`src/nnps_pkg.sv`:
```
`timescale 1ns / 1ps
`default_nettype none

package nnps_pkg;

  // Fixed field widths
  localparam int PIX_W    = 16;
  localparam int COORD_W  = 12;
  localparam int CFG_W    = 13;
  localparam int CFG_IDX_W = 3;

  // Stream widths: out tdata = pixel_out, out_col, out_row (40 bits, 5 bytes)
  localparam int IN_TDATA_W  = 16;
  localparam int OUT_TDATA_W = 40;

  // Register indexes
  localparam logic [CFG_IDX_W-1:0] REG_SOURCE_WIDTH  = 3'd0;
  localparam logic [CFG_IDX_W-1:0] REG_SOURCE_HEIGHT = 3'd1;
  localparam logic [CFG_IDX_W-1:0] REG_TARGET_WIDTH  = 3'd2;
  localparam logic [CFG_IDX_W-1:0] REG_TARGET_HEIGHT = 3'd3;
  localparam logic [CFG_IDX_W-1:0] REG_SWAP_ENABLE   = 3'd4;

  // Register reset values
  localparam logic [CFG_W-1:0] RST_SOURCE_WIDTH  = 13'd800;
  localparam logic [CFG_W-1:0] RST_SOURCE_HEIGHT = 13'd600;
  localparam logic [CFG_W-1:0] RST_TARGET_WIDTH  = 13'd144;
  localparam logic [CFG_W-1:0] RST_TARGET_HEIGHT = 13'd256;

  // One result item
  typedef struct packed {
    logic [PIX_W-1:0]   pixel;
    logic [COORD_W-1:0] col;
    logic [COORD_W-1:0] row;
    logic               row_last;
    logic               frame_last;
  } nnps_res_t;

endpackage

`default_nettype wire

```
`src/nnps_cfg.sv`:
```
`timescale 1ns / 1ps
`default_nettype none

// Configuration registers and clamped frame sizes
module nnps_cfg #(
  parameter int MAX_DIM = 4096,
  parameter int DIM_W   = $clog2(MAX_DIM + 1)
) (
  input  wire logic                          clk,
  input  wire logic                          rst_n,
  input  wire logic                          cfg_wen,
  input  wire logic [nnps_pkg::CFG_IDX_W-1:0] cfg_index,
  input  wire logic [nnps_pkg::CFG_W-1:0]     cfg_wdata,
  output logic      [DIM_W-1:0]              src_w,
  output logic      [DIM_W-1:0]              src_h,
  output logic      [DIM_W-1:0]              dst_w,
  output logic      [DIM_W-1:0]              dst_h,
  output logic                               swap_en
);
  import nnps_pkg::*;

  localparam int EXT_W = (DIM_W > CFG_W) ? DIM_W : CFG_W;
  localparam logic [EXT_W-1:0] MAX_EXT = EXT_W'(MAX_DIM);
  localparam logic [EXT_W-1:0] ONE_EXT = EXT_W'(1);

  logic [CFG_W-1:0] src_w_r, src_h_r, dst_w_r, dst_h_r;
  logic             swap_r;
  logic [EXT_W-1:0] sw_raw, sh_raw, dw_raw, dh_raw;
  logic [EXT_W-1:0] sw_c, sh_c, dw_c, dh_c;

  // Register writes
  always_ff @(posedge clk) begin
    if (!rst_n) begin
      src_w_r <= RST_SOURCE_WIDTH;
      src_h_r <= RST_SOURCE_HEIGHT;
      dst_w_r <= RST_TARGET_WIDTH;
      dst_h_r <= RST_TARGET_HEIGHT;
      swap_r  <= 1'b1;
    end else if (cfg_wen) begin
      case (cfg_index)
        REG_SOURCE_WIDTH:  src_w_r <= cfg_wdata;
        REG_SOURCE_HEIGHT: src_h_r <= cfg_wdata;
        REG_TARGET_WIDTH:  dst_w_r <= cfg_wdata;
        REG_TARGET_HEIGHT: dst_h_r <= cfg_wdata;
        REG_SWAP_ENABLE:   swap_r  <= cfg_wdata[0];
        default: ;
      endcase
    end
  end

  // Zero reads as one; source clamps to MAX_DIM, target clamps to source
  always_comb begin
    sw_raw = EXT_W'(src_w_r);
    sh_raw = EXT_W'(src_h_r);
    dw_raw = EXT_W'(dst_w_r);
    dh_raw = EXT_W'(dst_h_r);

    if (sw_raw == '0)          sw_c = ONE_EXT;
    else if (sw_raw > MAX_EXT) sw_c = MAX_EXT;
    else                       sw_c = sw_raw;

    if (sh_raw == '0)          sh_c = ONE_EXT;
    else if (sh_raw > MAX_EXT) sh_c = MAX_EXT;
    else                       sh_c = sh_raw;

    if (dw_raw == '0)          dw_c = ONE_EXT;
    else if (dw_raw > sw_c)    dw_c = sw_c;
    else                       dw_c = dw_raw;

    if (dh_raw == '0)          dh_c = ONE_EXT;
    else if (dh_raw > sh_c)    dh_c = sh_c;
    else                       dh_c = dh_raw;
  end

  assign src_w   = DIM_W'(sw_c);
  assign src_h   = DIM_W'(sh_c);
  assign dst_w   = DIM_W'(dw_c);
  assign dst_h   = DIM_W'(dh_c);
  assign swap_en = swap_r;

endmodule

`default_nettype wire

```
`src/nnps_step.sv`:
```
`timescale 1ns / 1ps
`default_nettype none

// Source/destination counters, position accumulators and keep decision
module nnps_step #(
  parameter int MAX_DIM = 4096,
  parameter int DIM_W   = $clog2(MAX_DIM + 1)
) (
  input  wire logic                       clk,
  input  wire logic                       rst_n,
  input  wire logic                       accept,
  input  wire logic [nnps_pkg::PIX_W-1:0] pixel_in,
  input  wire logic                       frame_start,
  input  wire logic [DIM_W-1:0]           src_w,
  input  wire logic [DIM_W-1:0]           src_h,
  input  wire logic [DIM_W-1:0]           dst_w,
  input  wire logic [DIM_W-1:0]           dst_h,
  input  wire logic                       swap_en,
  output logic                            keep,
  output nnps_pkg::nnps_res_t             res
);
  import nnps_pkg::*;

  localparam int CNT_W = $clog2(MAX_DIM);
  localparam int ACC_W = 2 * CNT_W;

  logic [CNT_W-1:0] src_col_r, src_col_nxt, src_row_r, src_row_nxt;
  logic [DIM_W-1:0] dst_col_r, dst_col_nxt, dst_row_r, dst_row_nxt;
  logic [ACC_W-1:0] col_pos_r, col_pos_nxt, col_tgt_r, col_tgt_nxt;
  logic [ACC_W-1:0] row_pos_r, row_pos_nxt, row_tgt_r, row_tgt_nxt;

  // Effective state after an optional frame_start clear
  logic [CNT_W-1:0] src_col, src_row;
  logic [DIM_W-1:0] dst_col, dst_row;
  logic [ACC_W-1:0] col_pos, col_tgt, row_pos, row_tgt;

  logic [DIM_W:0] dst_col_inc, dst_row_inc, src_col_inc, src_row_inc;
  logic           col_keep, row_keep, rl, fl;
  logic           row_end, frame_end;

  always_comb begin
    src_col = frame_start ? '0 : src_col_r;
    src_row = frame_start ? '0 : src_row_r;
    dst_col = frame_start ? '0 : dst_col_r;
    dst_row = frame_start ? '0 : dst_row_r;
    col_pos = frame_start ? '0 : col_pos_r;
    col_tgt = frame_start ? '0 : col_tgt_r;
    row_pos = frame_start ? '0 : row_pos_r;
    row_tgt = frame_start ? '0 : row_tgt_r;
  end

  // Keep test: x < w and x*W < (c+1)*w, same for rows
  always_comb begin
    dst_col_inc = {1'b0, dst_col} + (DIM_W+1)'(1);
    dst_row_inc = {1'b0, dst_row} + (DIM_W+1)'(1);
    src_col_inc = (DIM_W+1)'(src_col) + (DIM_W+1)'(1);
    src_row_inc = (DIM_W+1)'(src_row) + (DIM_W+1)'(1);

    col_keep = (dst_col < dst_w) &&
               ({1'b0, col_tgt} < ({1'b0, col_pos} + (ACC_W+1)'(dst_w)));
    row_keep = (dst_row < dst_h) &&
               ({1'b0, row_tgt} < ({1'b0, row_pos} + (ACC_W+1)'(dst_h)));
    rl = (dst_col_inc == {1'b0, dst_w});
    fl = rl && (dst_row_inc == {1'b0, dst_h});
    row_end   = (src_col_inc >= {1'b0, src_w});
    frame_end = (src_row_inc >= {1'b0, src_h});
  end

  // Result item
  always_comb begin
    keep           = col_keep && row_keep;
    res.pixel      = swap_en ? {pixel_in[7:0], pixel_in[15:8]} : pixel_in;
    res.col        = COORD_W'(dst_col);
    res.row        = COORD_W'(dst_row);
    res.row_last   = rl;
    res.frame_last = fl;
  end

  // Next state
  always_comb begin
    src_col_nxt = src_col;
    src_row_nxt = src_row;
    dst_col_nxt = dst_col;
    dst_row_nxt = dst_row;
    col_pos_nxt = col_pos;
    col_tgt_nxt = col_tgt;
    row_pos_nxt = row_pos;
    row_tgt_nxt = row_tgt;

    if (col_keep) begin
      if (dst_col_inc < {1'b0, dst_w}) col_tgt_nxt = col_tgt + ACC_W'(src_w);
      dst_col_nxt = DIM_W'(dst_col_inc);
    end

    if (row_end) begin
      src_col_nxt = '0;
      dst_col_nxt = '0;
      col_pos_nxt = '0;
      col_tgt_nxt = '0;
      if (row_keep) begin
        if (dst_row_inc < {1'b0, dst_h}) row_tgt_nxt = row_tgt + ACC_W'(src_h);
        dst_row_nxt = DIM_W'(dst_row_inc);
      end
      if (frame_end) begin
        src_row_nxt = '0;
        dst_row_nxt = '0;
        row_pos_nxt = '0;
        row_tgt_nxt = '0;
      end else begin
        src_row_nxt = CNT_W'(src_row_inc);
        row_pos_nxt = row_pos + ACC_W'(dst_h);
      end
    end else begin
      src_col_nxt = CNT_W'(src_col_inc);
      col_pos_nxt = col_pos + ACC_W'(dst_w);
    end
  end

  always_ff @(posedge clk) begin
    if (!rst_n) begin
      src_col_r <= '0;
      src_row_r <= '0;
      dst_col_r <= '0;
      dst_row_r <= '0;
      col_pos_r <= '0;
      col_tgt_r <= '0;
      row_pos_r <= '0;
      row_tgt_r <= '0;
    end else if (accept) begin
      src_col_r <= src_col_nxt;
      src_row_r <= src_row_nxt;
      dst_col_r <= dst_col_nxt;
      dst_row_r <= dst_row_nxt;
      col_pos_r <= col_pos_nxt;
      col_tgt_r <= col_tgt_nxt;
      row_pos_r <= row_pos_nxt;
      row_tgt_r <= row_tgt_nxt;
    end
  end

endmodule

`default_nettype wire

```
`src/nearest_neighbor_pixel_scaler_core.sv`:
```
`timescale 1ns / 1ps
`default_nettype none

// Channel  Dir  Handshake           Payload
// in_      in   tvalid/tready       tdata: pixel_in; tuser: frame_start
// out_     out  tvalid/tready       tdata: pixel_out, out_col, out_row;
//                                   tlast: row_last; tuser: frame_last
// cfg_     in   wen (no stall)      index, wdata
//
// One source pixel per clock unless out_ stalls; a kept pixel appears on out_ in
// the next cycle, held in the output register. Counters and accumulators
// update in the accept cycle, so the rate is set by one add and compare per axis.
// in_tready stays high while the output register is empty or being drained.
// Reset (synchronous, active low) clears counters and restores register defaults.
module nearest_neighbor_pixel_scaler_core #(
  parameter int MAX_DIM = 4096
) (
  input  wire logic                              clk,
  input  wire logic                              rst_n,
  // tdata [15:0] pixel_in
  input  wire logic [nnps_pkg::IN_TDATA_W-1:0]   in_tdata,
  // tuser [0] frame_start
  input  wire logic                              in_tuser,
  input  wire logic                              in_tvalid,
  output logic                                   in_tready,
  // tdata [15:0] pixel_out, [27:16] out_col, [39:28] out_row
  output logic      [nnps_pkg::OUT_TDATA_W-1:0]  out_tdata,
  output logic                                   out_tlast,
  // tuser [0] frame_last
  output logic                                   out_tuser,
  output logic                                   out_tvalid,
  input  wire logic                              out_tready,
  input  wire logic                              cfg_wen,
  input  wire logic [nnps_pkg::CFG_IDX_W-1:0]    cfg_index,
  input  wire logic [nnps_pkg::CFG_W-1:0]        cfg_wdata
);
  import nnps_pkg::*;

  localparam int DIM_W = $clog2(MAX_DIM + 1);

  logic [DIM_W-1:0] src_w, src_h, dst_w, dst_h;
  logic             swap_en;
  logic             accept, keep;
  nnps_res_t        res;
  nnps_res_t        out_r;
  logic             out_valid_r, out_valid_nxt;

  nnps_cfg #(.MAX_DIM(MAX_DIM), .DIM_W(DIM_W)) u_cfg (
    .clk       (clk),
    .rst_n     (rst_n),
    .cfg_wen   (cfg_wen),
    .cfg_index (cfg_index),
    .cfg_wdata (cfg_wdata),
    .src_w     (src_w),
    .src_h     (src_h),
    .dst_w     (dst_w),
    .dst_h     (dst_h),
    .swap_en   (swap_en)
  );

  nnps_step #(.MAX_DIM(MAX_DIM), .DIM_W(DIM_W)) u_step (
    .clk         (clk),
    .rst_n       (rst_n),
    .accept      (accept),
    .pixel_in    (in_tdata[PIX_W-1:0]),
    .frame_start (in_tuser),
    .src_w       (src_w),
    .src_h       (src_h),
    .dst_w       (dst_w),
    .dst_h       (dst_h),
    .swap_en     (swap_en),
    .keep        (keep),
    .res         (res)
  );

  // Handshake: take a new item whenever the output register is free next cycle
  assign in_tready = !out_valid_r || out_tready;
  assign accept    = in_tvalid && in_tready;

  always_comb begin
    out_valid_nxt = out_valid_r;
    if (accept)          out_valid_nxt = keep;
    else if (out_tready) out_valid_nxt = 1'b0;
  end

  always_ff @(posedge clk) begin
    if (!rst_n) out_valid_r <= 1'b0;
    else        out_valid_r <= out_valid_nxt;
  end

  // Output payload register
  always_ff @(posedge clk) begin
    if (accept && keep) out_r <= res;
  end

  assign out_tvalid = out_valid_r;
  assign out_tdata  = {out_r.row, out_r.col, out_r.pixel};
  assign out_tlast  = out_r.row_last;
  assign out_tuser  = out_r.frame_last;

endmodule

`default_nettype wire

```
`config.mk`:
```
export PLATFORM = sky130hd
export DESIGN_NAME = nearest_neighbor_pixel_scaler_core
export DESIGN_NICKNAME = d
export VERILOG_FILES = /design/src/nnps_pkg.sv /design/src/nnps_cfg.sv /design/src/nnps_step.sv /design/src/nearest_neighbor_pixel_scaler_core.sv
export SDC_FILE = /design/constraint.sdc
export NUM_CORES = 1
export LEC_CHECK = 0
export ABC_AREA = 1
export BUFFER_PORTS_ARGS = -buffer_cell sky130_fd_sc_hd__buf_4
export CAP_MARGIN = 25
export CELL_PAD_IN_SITES_DETAIL_PLACEMENT = 0
export CELL_PAD_IN_SITES_GLOBAL_PLACEMENT = 1
export CORE_MARGIN = 1
export CORE_UTILIZATION = 41
export CTS_BUF_LIST = sky130_fd_sc_hd__clkbuf_4 sky130_fd_sc_hd__clkbuf_8 sky130_fd_sc_hd__clkbuf_16
export DETAILED_ROUTE_END_ITERATION = 6
export HOLD_SLACK_MARGIN = 0.1
export PLACE_DENSITY = 0.74
export SETUP_SLACK_MARGIN = 0.15
export SYNTH_ARGS = -nofsm -noshare
export SYNTH_HDL_FRONTEND = slang
export SYNTH_SLANG_ARGS = --single-unit
```
`constraint.sdc`:
```
create_clock -name clk -period 9.9 [get_ports clk]
set_clock_uncertainty 0.2 [all_clocks]
set_input_delay 1.485 -clock clk [delete_from_list [all_inputs] [get_ports clk]]
set_output_delay 1.485 -clock clk [all_outputs]
set_load 0.1 [all_outputs]
```
==> summary.md <==
| Metric | Value |
|---|---|
| Share of cells above drive strength 1 | `between 7 and 8%` |
| Pin count of the biggest net entering global routing | `77` |
| Vias | `19,400` |
| Top cell type's share of synthesized area | `approximately a fifth` |
| First-pass GRT wire length | `slightly below 100,000 µm` |
| Number of global-route vias before repair | `18,700` |
| Final Max Slew Viols | `0` |
| Wire per inst | `approximately 17 µm` |
| Clk_lat worst skew | `0.55 ns` |
| Setup TNS | `0 ns` |
| Antenna violations before repair | `0` |
| DIE AREA | `49,100 µm²` |
| Ys async rst share | `0%` |
| Commonest non-fill, non-tap cells in the layout | `764 x nand2_1, 445 x inv_1, 328 x nor2_1` |
| CP arrival | `about 8.9 ns` |
| Core area | `about 48,000 µm²` |
| Post-CTS Setup Bufs | `0` |
| Leak | `about 11 nW` |
| Grt total ovfl | `0` |
| Post-route cell area | `around 22,000 µm²` |
| Rel. slew slack | `37.9%` |
| CTS Buffer Depth | `3` |
| Buf+Inv Stages, Crit Path | `7` |
| Worst-Margin Slew | `~0.93 ns` |
| Post-synthesis sequential area ratio | `26.6%` |
| Dpl cell area | `between 20,000 and 25,000 µm²` |
| Cts hold-fix bufs | `0` |
| Root Buffer | `clkbuf_16` |
| Die height | `approximately 220 µm` |
| TritonCTS clock tree | `yes` |
| Commonest non-fill, non-tap cell in the layout | `nand2_1` |
| Crit path largest cell delay | `around 0.62 ns` |
| Synthesized netlist net count | `approximately 3,300` |
| GRT Overall Usage | `25.3%` |
| VDD IR-drop max | `roughly 0.20 mV` |
| GPL Wtd Cong | `0.962` |
| Layout Nets | `3,332` |
| Post-synth EDFFs | `42` |
| Worst EP required | `between 10 and 15 ns` |
| Drt initial violations | `between 1,000 and 1,500` |
| Final setup margin | `1.25 ns` |
| Post-Route WL | `between 60,000 and 70,000 µm` |
| Final setup fails | `0` |
| Yosys reg bits | `approximately 240` |
| TritonCTS Buffers | `34` |
| Mapped Avg Cell Area | `6.48 µm²` |
| Post-detail-place hpwl | `about 47,000 µm` |
| Initial core utilization | `41.5%` |
| Min Tclk post-route | `8.65 ns` |
| Dpl ws | `1.38 ns` |
| Crit Path Class | `flop to flop` |
| DR vias/cell | `roughly 5.2` |
| Ant diodes | `0` |
| Startpoint Class | `flop` |
| Maxcap violations | `0` |
| CP max FO | `25` |
| Yosys warns | `0` |
| Number of gates resized after CTS | `0` |
| Io pins | `slightly above 80` |
| Reg clk slew, reported paths | `about 0.050 ns` |
| # rows | `80` |
| Largest cells by area after synthesis | `dfxtp_1 20%, nand2_1 15%, ha_1 13%` |
| Die X | `about 220 µm` |
| DR pass1 iterations | `7` |
| TritonCTS Sinks | `242` |
| Most common cell on crit path | `nand2_1` |
| Area grow syn2layout | `11.2%` |
| Mapped cell area | `19,800 µm²` |
| Leading area contributor after synthesis | `dfxtp_1` |
| Core Util, Final | `between 40 and 50%` |
| Fin Hold WS | `about 0.26 ns` |
| Pwr Density | `between 200 and 250 nW/µm²` |
| Top_reg_cell synth | `dfxtp_1` |
| CP Capture Type | `flop` |
| Largest delay share family, worst path | `simple AND/OR/NAND/NOR gates` |
| Crit-path slowest cell | `nand3_2` |
| Outcome | `finished, final reports clean` |
| Final ANT Viol Nets | `0` |
| CTS H-tree depth | `2` |
| Hold crit path type | `flop to flop` |
| Netlist cell types | `51` |
| RSZ-0062 raised after global routing | `no` |
| Final Cycle Share | `~87%` |
| Final Hold Fails | `0` |
| Post-Syn Instances | `~3,100` |
| DR DRC count | `0` |
| PortBufs | `81` |
| F_max | `116 MHz` |
[sequential cells by signal (all words and copies together), names as in the netlist, 24 cells and up]
signal and cells:
u_step.row_tgt_r 24, out_tdata 40, u_step.col_tgt_r 24, u_step.col_pos_r 24
u_step.row_pos_r 24
[path summary, 6_finish.rpt]
path	start	to	slack, ns	cells past startpoint
setup / recovery	u_cfg.sh_raw[4]	u_step.row_tgt_r[7]	1.25	40
hold / removal	u_step.row_pos_r[3]	u_step.row_pos_r[3]	0.26	2
setup reg to reg	u_cfg.sh_raw[4]	u_step.row_tgt_r[7]	1.25	40
hold reg to reg	u_step.row_pos_r[3]	u_step.row_pos_r[3]	0.26	2
[cell families after synthesis]
kind of cell / synth area share (%)
DFF: 26.6
AOI/OAI and AO/OA: 14.6
adders and majority gates: 13.4
muxes: 0.0507
and+or+nand+nor: 30.1
xor gates and xnor gates: 3.99
buffers and inverters: 11.2
[tightest hold or removal path, cell delays in order (launching register included)]
cell and delay [ns]:
dfxtp_1 0.30, nand2_1 0.06, a21oi_1 0.05
[cell usage after synthesis (2+ instances only)]
master / number
o21ai_0: 137
inv_2: 7
a21oi_1: 308
buf_1: 5
clkbuf_1: 55
nand2_1: 765
nor3_2: 4
a31oi_1: 5
xor2_1: 70
nor3_1: 35
edfxtp_1: 42
ha_1: 206
nand3b_1: 7
o211ai_1: 24
xnor2_1: 20
a2bb2oi_1: 7
o21bai_1: 8
o22ai_1: 2
buf_2: 31
inv_1: 445
nand3_2: 7
o21ai_2: 2
or2_2: 8
nor2_4: 6
nand2_2: 9
a211oi_1: 3
o2111ai_1: 2
and3_1: 2
nor4_1: 16
nand4_1: 46
o21ai_1: 18
nand3_1: 161
clkinv_1: 4
nand3_4: 2
and2_1: 3
buf_4: 5
fa_1: 4
nor2_1: 328
a21boi_0: 3
o21a_1: 11
dfxtp_1: 200
a21o_1: 5
nor2_2: 9
buf_6: 6
[cell type report]
| type | instances | area, µm² |
|---|---|---|
| multi-input cells | 2249 | 12300 |
| flip-flops and latches | 242 | 5270 |
| repair buffers | 100 | 783 |
| clock inverters | 12 | 125 |
| well taps | 615 | 769 |
| clock buffers | 48 | 998 |
| inverters | 457 | 1720 |
| fillers | 5027 | 25700 |
[metal layers]
layer	track usage (%)	share of wire (%)	vias to the layer above	wire length (µm)
met4	9.57	3.4	0	2130
met2	44.4	48	387	30000
met5	0	0	-	0
met3	3.02	4.0	103	2480
met1	31.5	44	8919	27600
li1	-	-	9958	-
[where the power goes]
group	internal, mW	switching (mW)	leakage, nW
clock	0.758	0.485	0.560
sequential	1.23	0.0891	2.03
combinational	0.689	1.89	8.01
total	2.68	2.47	10.6
[metrics by stage]
step	cells	total power [mW]
floorplan	3050	3.33
global placement	3662	3.90
detailed placement	3663	3.93
CTS	3723	5.20
global route	3723	5.51
finish	3723	5.14
Note: power is estimated with default switching activity, not from simulation.
